--- src/hw/rtl/mbps_pkg.sv ---
// Shared types and constants for the masked byte pattern scanner.
// Used by mbps_core and masked_byte_pattern_scanner; depends on nothing.
package mbps_pkg;

    localparam int DATA_W          = 8;
    localparam int PAT_BYTES       = 16;
    localparam int PAT_W           = PAT_BYTES * DATA_W;
    localparam int CARE_W          = PAT_BYTES;
    localparam int LEN_W           = 5;
    localparam int COUNT_W         = 32;
    localparam int OFFSET_W        = 31;
    localparam int CFG_DATA_W      = 64;
    localparam int CFG_IDX_W       = 2;
    localparam int MAX_PATTERN_DEF = 16;

    localparam logic [LEN_W-1:0] LEN_RESET = LEN_W'(1);

    typedef enum logic [CFG_IDX_W-1:0] {
        CFG_PAT_LOW  = 2'd0,
        CFG_PAT_HIGH = 2'd1,
        CFG_CARE     = 2'd2,
        CFG_LEN      = 2'd3
    } t_cfg_idx;

    typedef struct packed {
        logic [PAT_W-1:0]  pattern;
        logic [CARE_W-1:0] care;
        logic [LEN_W-1:0]  length;
    } t_cfg;

    typedef struct packed {
        logic                found;
        logic                last;
        logic [OFFSET_W-1:0] offset;
    } t_result;

endpackage

--- src/hw/rtl/mbps_core.sv ---
// Byte window, saturating position count and masked window compare.
// Depends on mbps_pkg; instantiated by masked_byte_pattern_scanner.
module mbps_core
    import mbps_pkg::*;
#(
    parameter int MAX_PATTERN = MAX_PATTERN_DEF
) (
    input  logic              i_clk,
    input  logic              i_rst_n,
    input  t_cfg              i_cfg,
    input  logic              i_adv,
    input  logic [DATA_W-1:0] i_data_byte,
    input  logic              i_last_byte,
    output t_result           o_result
);

    localparam int WIN_IDX_W = (MAX_PATTERN > 1) ? $clog2(MAX_PATTERN) : 1;

    logic [DATA_W-1:0]    r_window [MAX_PATTERN];
    logic [DATA_W-1:0]    n_window [MAX_PATTERN];
    logic [COUNT_W-1:0]   r_seen;
    logic [COUNT_W-1:0]   n_seen;
    logic [LEN_W-1:0]     len;
    logic [LEN_W-1:0]     pos [MAX_PATTERN];
    logic [MAX_PATTERN-1:0] miss;
    logic [COUNT_W-1:0]   start;
    logic                 fits;

    always_comb begin
        if (i_cfg.length == '0) begin
            len = LEN_W'(1);
        end else if (i_cfg.length > LEN_W'(MAX_PATTERN)) begin
            len = LEN_W'(MAX_PATTERN);
        end else begin
            len = i_cfg.length;
        end
    end

    always_comb begin
        n_window[0] = i_data_byte;
        for (int k = 1; k < MAX_PATTERN; k++) begin
            n_window[k] = r_window[k-1];
        end
    end

    assign n_seen = (r_seen == '1) ? r_seen : r_seen + COUNT_W'(1);

    always_comb begin
        for (int i = 0; i < MAX_PATTERN; i++) begin
            pos[i]  = len - LEN_W'(1) - LEN_W'(i);
            miss[i] = (LEN_W'(i) < len) && i_cfg.care[i] &&
                      (n_window[pos[i][WIN_IDX_W-1:0]] != i_cfg.pattern[DATA_W*i +: DATA_W]);
        end
    end

    assign fits  = (n_seen >= COUNT_W'(len));
    assign start = n_seen - COUNT_W'(len);

    always_comb begin
        o_result.found  = fits && !(|miss);
        o_result.last   = i_last_byte;
        o_result.offset = '0;
        if (o_result.found) begin
            o_result.offset = start[COUNT_W-1] ? '1 : start[OFFSET_W-1:0];
        end
    end

    always_ff @(posedge i_clk) begin
        if (!i_rst_n) begin
            r_seen <= '0;
            for (int k = 0; k < MAX_PATTERN; k++) begin
                r_window[k] <= '0;
            end
        end else if (i_adv) begin
            if (i_last_byte) begin
                r_seen <= '0;
                for (int k = 0; k < MAX_PATTERN; k++) begin
                    r_window[k] <= '0;
                end
            end else begin
                r_seen <= n_seen;
                for (int k = 0; k < MAX_PATTERN; k++) begin
                    r_window[k] <= n_window[k];
                end
            end
        end
    end

`ifndef SYNTH
    a_end_clears_count: assert property (@(posedge i_clk) disable iff (!i_rst_n)
        i_adv && i_last_byte |=> r_seen == '0)
        else $error("count not cleared after buffer end");

    a_count_monotonic: assert property (@(posedge i_clk) disable iff (!i_rst_n)
        i_adv && !i_last_byte |=> r_seen >= $past(r_seen))
        else $error("count went backward inside a buffer");

    a_match_needs_fit: assert property (@(posedge i_clk) disable iff (!i_rst_n)
        o_result.found |-> n_seen >= COUNT_W'(len))
        else $error("match reported before pattern fits");
`endif

endmodule

--- src/hw/rtl/masked_byte_pattern_scanner.sv ---
// Masked byte pattern scanner top level: input stage, configuration, result stage.
// Depends on mbps_pkg and mbps_core.
// Takes one byte per cycle sustained while the output is not stalled; an accepted
// byte is held in the input register, and its result is loaded into the output
// register when the output stage advances. The rate is set by the combinational
// masked compare of the newest byte window against up to MAX_PATTERN pattern
// bytes. A result is sent for every match (start offset, overlaps included) and for
// every last byte (buffer_end set); bytes with neither send nothing. The user must
// write registers only while the block is idle; the block does not enforce it.
module masked_byte_pattern_scanner
    import mbps_pkg::*;
#(
    parameter int MAX_PATTERN = MAX_PATTERN_DEF
) (
    input  logic                  i_clk,
    input  logic                  i_rst_n,
    input  logic                  i_cfg_wr_en,
    input  logic [CFG_IDX_W-1:0]  i_cfg_index,
    input  logic [CFG_DATA_W-1:0] i_cfg_data,
    input  logic                  i_valid,
    output logic                  o_stall,
    input  logic [DATA_W-1:0]     i_data_byte,
    input  logic                  i_last_byte,
    output logic                  o_valid,
    input  logic                  i_stall,
    output logic [OFFSET_W-1:0]   o_match_offset,
    output logic                  o_match_found,
    output logic                  o_buffer_end
);

    t_cfg              r_cfg;
    logic              r_in_vld;
    logic [DATA_W-1:0] r_in_data;
    logic              r_in_last;
    logic              r_out_vld;
    t_result           r_out;
    t_result           core_result;
    logic              adv;
    logic              take;

    assign adv     = !(r_out_vld && i_stall);
    assign take    = r_in_vld && adv;
    assign o_stall = r_in_vld && !adv;

    always_ff @(posedge i_clk) begin
        if (!i_rst_n) begin
            r_cfg.pattern <= '0;
            r_cfg.care    <= '0;
            r_cfg.length  <= LEN_RESET;
        end else if (i_cfg_wr_en) begin
            case (i_cfg_index)
                CFG_PAT_LOW:  r_cfg.pattern[CFG_DATA_W-1:0]     <= i_cfg_data;
                CFG_PAT_HIGH: r_cfg.pattern[PAT_W-1:CFG_DATA_W] <= i_cfg_data;
                CFG_CARE:     r_cfg.care   <= i_cfg_data[CARE_W-1:0];
                CFG_LEN:      r_cfg.length <= i_cfg_data[LEN_W-1:0];
                default: begin
                end
            endcase
        end
    end

    always_ff @(posedge i_clk) begin
        if (!i_rst_n) begin
            r_in_vld <= 1'b0;
        end else if (!o_stall) begin
            r_in_vld <= i_valid;
        end
    end

    always_ff @(posedge i_clk) begin
        if (i_valid && !o_stall) begin
            r_in_data <= i_data_byte;
            r_in_last <= i_last_byte;
        end
    end

    mbps_core #(
        .MAX_PATTERN (MAX_PATTERN)
    ) u_core (
        .i_clk       (i_clk),
        .i_rst_n     (i_rst_n),
        .i_cfg       (r_cfg),
        .i_adv       (take),
        .i_data_byte (r_in_data),
        .i_last_byte (r_in_last),
        .o_result    (core_result)
    );

    always_ff @(posedge i_clk) begin
        if (!i_rst_n) begin
            r_out_vld <= 1'b0;
        end else if (adv) begin
            r_out_vld <= r_in_vld && (core_result.found || core_result.last);
        end
    end

    always_ff @(posedge i_clk) begin
        if (take) begin
            r_out <= core_result;
        end
    end

    assign o_valid        = r_out_vld;
    assign o_match_offset = r_out.offset;
    assign o_match_found  = r_out.found;
    assign o_buffer_end   = r_out.last;

`ifndef SYNTH
    a_result_has_cause: assert property (@(posedge i_clk) disable iff (!i_rst_n)
        o_valid |-> (o_match_found || o_buffer_end))
        else $error("item sent with neither match nor buffer end");

    a_offset_zero_no_match: assert property (@(posedge i_clk) disable iff (!i_rst_n)
        o_valid && !o_match_found |-> o_match_offset == '0)
        else $error("offset nonzero without a match");

    a_input_held_on_stall: assert property (@(posedge i_clk) disable iff (!i_rst_n)
        r_in_vld && r_out_vld && i_stall |=> r_in_vld && $stable(r_in_data))
        else $error("input stage item lost under output stall");
`endif

endmodule
--- config.mk ---
export PLATFORM = sky130hd
export DESIGN_NAME = masked_byte_pattern_scanner
export DESIGN_NICKNAME = d
export VERILOG_FILES = /design/src/hw/rtl/mbps_pkg.sv /design/src/hw/rtl/mbps_core.sv /design/src/hw/rtl/masked_byte_pattern_scanner.sv
export SDC_FILE = /design/constraint.sdc
export NUM_CORES = 1
export LEC_CHECK = 0
export BUFFER_PORTS_ARGS = -buffer_cell sky130_fd_sc_hd__buf_2
export CAP_MARGIN = 20
export CORE_MARGIN = 1
export CORE_UTILIZATION = 29
export DETAILED_ROUTE_END_ITERATION = 8
export MAX_ROUTING_LAYER = met4
export PLACE_DENSITY_LB_ADDON = 0.1
export SLEW_MARGIN = 30
export SYNTH_ARGS = -nofsm -noshare
export SYNTH_HDL_FRONTEND = slang
export SYNTH_SLANG_ARGS = --single-unit
--- constraint.sdc ---
create_clock -name i_clk -period 9.3 [get_ports i_clk]
set_input_delay 0.465 -clock i_clk [delete_from_list [all_inputs] [get_ports i_clk]]
set_output_delay 0.465 -clock i_clk [all_outputs]
set_load 0.01 [all_outputs]
==> results.yml <==
cts:
  cts_setup_buffers: 0
  cts_tree: "done"
  hold_buffers: 0
  numCtsBuffers: 43
  cts_root_buffer: "clkbuf_16"
  clock_path_buffers: 3
  clkLatencyLatePin_ns: 0.58
  ctsResizeCount: 0
  htree_levels: 2
  cts_sinks: 345
  clkTransAtPathRegs_ns: 0.06
critical_path:
  cp-end-kind: "register"
  cp.required_ns: 9.60
  rr_worst_depth: 20
  r2r-start: "u_core.r_seen[12]"
  reg2reg_setup_slack_ns: 2.02
  cpPeakStageDelay_ns: 0.84
  worstPathCellList: "and4_1 > nand4_1 > nor3_1 > nand2_1 > xnor2_1 > ha_1 > inv_1 > fa_1 > a21o_1 > a21oi_1 > nor2b_1 > nor2_1 > inv_1 > or3_1 > nor3_1 > and2b_1 > nor4b_2 > a2111oi_4 > nand4_4 > a21oi_1"
  cp-start-kind: "register"
  crit_path_top_delay_cell: "nor3_1"
  cp_max_fo: 32
  timing.rr.end: "o_match_offset[8]"
  critPathKind: "register to register"
  cp_data_arrival_time_ns: 7.58
finish:
  drive_gt1_share_pct: 16.75
  area_growth_pct: 12.24
  finalNetCount: 2562
  fillerInstances: 7996
  final_cells: 3537
  finalInstanceArea_mm2: 0.02566
routing:
  antenna_left: 0
  via_count: 19857
  wl_per_cell_um: 26.00
  drtPass1Iterations: 6
  drtIter0Drc: 1958
  vias_per_cell: 5.614
  totalWireLength_um: 91960
  drc_errors: 0
timing:
  fin_ws_ns: 2.020
  report.final.slew_viol_count: 0
  finalSetupTns_ns: 0
  setup_viol: 0
  finalCritPeriodShare_pct: 78.28
  finalHoldViolCount: 0
  worst_pin_slew_ns: 1.112
  rsz0062_at_grt: "no"
  layout_min_cycle_time_ns: 7.280
  relSlewSlack_pct: 25.06
  max_freq_ghz: 0.1374
  fin_skew_ns: 0.01401
power:
  comb_power_share_pct: 22.1
  power_mw: 4.331
  power_density_mw_per_mm2: 168.8
  seq_power_share_pct: 40.3
  p_clk_share_pct: 37.6
  peakVddDrop_mv: 0.1284
  switchingPower_mw: 1.349
  switching_share_pct: 31.15
  p_int_mw: 2.982
  p_leak_nw: 9.315
floorplanning:
  io_pins: 115
  initial_utilization_pct: 29.41
  fp.dieW_um: 282.8
  core.rowCount: 102
  core_mm2: 0.07772
  fp.dieH_um: 282.8
  die_area_mm2: 0.07996
worst_hold_path:
  hold_start: "i_data_byte[0]"
  hold_path_end: "r_in_data[0]"
  holdCritPathClass: "primary input to register"
  whs_path_depth: 1
synth:
  yosysSeqAreaShare_pct: 36.95
  synth-edff-count: 154
  synth_flop_cell: "dfxtp_1"
  ys_types: 81
  yosysWarnings: 0
  synth_compound_area_share_pct: 16.27
  synth_area_mm2: 0.02286
  synth_simple_gate_area_share_pct: 20.21
  synth-seq-cells: 345
  synthXorXnorAreaFrac_pct: 7.416
  synth-adder-area-share_pct: 0.9085
  synthArstFlopShare_pct: 0
  synthCells: 2465
  syn_nets: 2561
  synth.avg_cell_area_um2: 9.274
  synth_top_family_by_area: "simple AND/OR/NAND/NOR gates"
  synthMuxAreaShare_pct: 14.29
job:
  drv_cap: 0
global_route:
  grt_pass1_wl_um: 133800
  antenna_found_initial: 4
  grt_pass1_vias: 18845
  grt_overflow: 0
  grt_usage_pct: 23.53
  grt_max_degree: 112
placed_design:
  dpl-instance-area_mm2: 0.02431
  dp_cells: 3461
  globalplace.congestion: 0.9388
  port-buffer-count: 114
  hpwl_um: 68040
  dpl_worst_slack_ns: 1.992
status:
  outcome: "finished clean"
-- critical path, delay by kind of cell, from the launching register on --
| family | cells | cell delay, ns |
|---|---|---|
| AOI/OAI and AO/OA | 4 | 0.62 |
| adders and majority gates | 2 | 0.64 |
| DFF | 1 | 0.58 |
| and+or+nand+nor | 11 | 4.64 |
| xor gates and xnor gates | 1 | 0.28 |
| buffers and inverters | 2 | 0.17 |
-- cell usage in the layout, fill, tap and decap left out, types with 35 or more instances in the layout --
cell type and count:
o21ai_0 126, a21oi_1 55, buf_2 113, xnor2_1 104, buf_4 37, nand2_1 417, mux4_2 119, nor2_1 70
dfxtp_1 191, nand3_1 178, a21boi_0 153, edfxtp_1 154, and3_1 114, o22ai_1 35, xor2_1 83, clkbuf_16 43
a22oi_1 47
-- layer usage --
metal,GRT usage [%],vias to the layer above,share of wire (%)
li1,-,9077,-
met1,30.84,9969,44
met2,37.31,683,47
met3,3.367,128,5.7
met4,7.471,0,3.1
met5,-,-,0
-- cell families after synthesis --
group           count (synthesis)
xor+xnor                      191
flops                         345
simple gates                  966
compound gates                549
mux                           174
fa+ha+maj                      16
buf+inv                       224
-- cells in the mapped netlist (7+ instances only) --
master,instances,area (um2)
clkbuf_1,164,615.6
o21ai_0,128,640.6
o22ai_1,35,219.0
mux2_2,29,326.6
a31oi_1,12,75.07
inv_1,24,90.09
dfxtp_1,191,3824
nor2b_1,32,200.2
mux4_2,119,2680
a21boi_0,153,1149
a21oi_1,57,285.3
nand4_1,31,193.9
nor2_1,73,274.0
edfxtp_1,154,4624
and2_1,18,112.6
o211ai_1,23,172.7
a221oi_1,14,122.6
nand2_1,420,1577
mux2i_1,26,260.3
nor3_1,28,140.1
a22oi_1,47,352.8
a21oi_2,13,113.9
xor2_1,83,727.0
nor3b_1,10,75.07
nand3_1,178,890.9
and4_1,7,61.31
nor4_1,23,143.9
buf_1,10,37.54
or3_1,7,43.79
ha_1,15,187.7
a22o_1,14,122.6
a211oi_1,12,90.09
xnor2_1,105,919.6
and3_1,114,713.2
buf_2,13,65.06
-- stage by stage --
stage | hold WS (ns) | util, %
floorplan | 0.4244 | -
global placement | 0.4584 | 31.26
detailed placement | 0.4716 | 31.28
CTS | 0.02335 | 33.00
global route | 0.03582 | 33.01
finish | 0.05857 | 33.01
-- cell type report --
type,instances,area [um2],area share [%]
Antenna cell,1,2.502,0.009752
Clock buffer,63,1241,4.837
Clock inverter,12,93.84,0.3657
Inverter,28,105.1,0.4096
Multi-Input combinational cell,1896,13600,53.01
Sequential cell,345,8448,32.92
Tap cell,1040,1301,5.071
Timing Repair Buffer,152,865.8,3.374
-- registers in the layout (all words and copies together), names as in the netlist --
name	cells
r_cfg	149
u_core.r_window	120
u_core.r_seen	32
o_match_offset	31
r_in_data	8
o_buffer_end	1
o_match_found	1
o_valid	1
r_in_last	1
r_in_vld	1
-- worst max-delay path by stage --
stage | cells after the start | slack (ns) | to | from
floorplan | 23 | 3.64 | o_match_offset[19] | r_cfg[4]
global placement | 20 | 1.33 | o_match_offset[21] | r_cfg[4]
detailed placement | 20 | 1.99 | o_match_offset[5] | u_core.r_seen[12]
CTS | 20 | 1.96 | o_match_offset[5] | u_core.r_seen[12]
global route | 20 | 1.52 | o_match_offset[5] | u_core.r_seen[11]
finish | 20 | 2.02 | o_match_offset[8] | u_core.r_seen[12]
-- power by group through the flow --
stage / logic, mW / registers, mW / clock network, mW
after floorplan: 0.630 / 1.74 / 0
after global placement: 0.943 / 1.78 / 0
after detailed placement: 0.948 / 1.78 / 0
after CTS: 0.951 / 1.75 / 1.68
after global routing: 1.02 / 1.75 / 1.73
final: 0.958 / 1.75 / 1.63
Note: power is estimated with default switching activity, not from simulation.
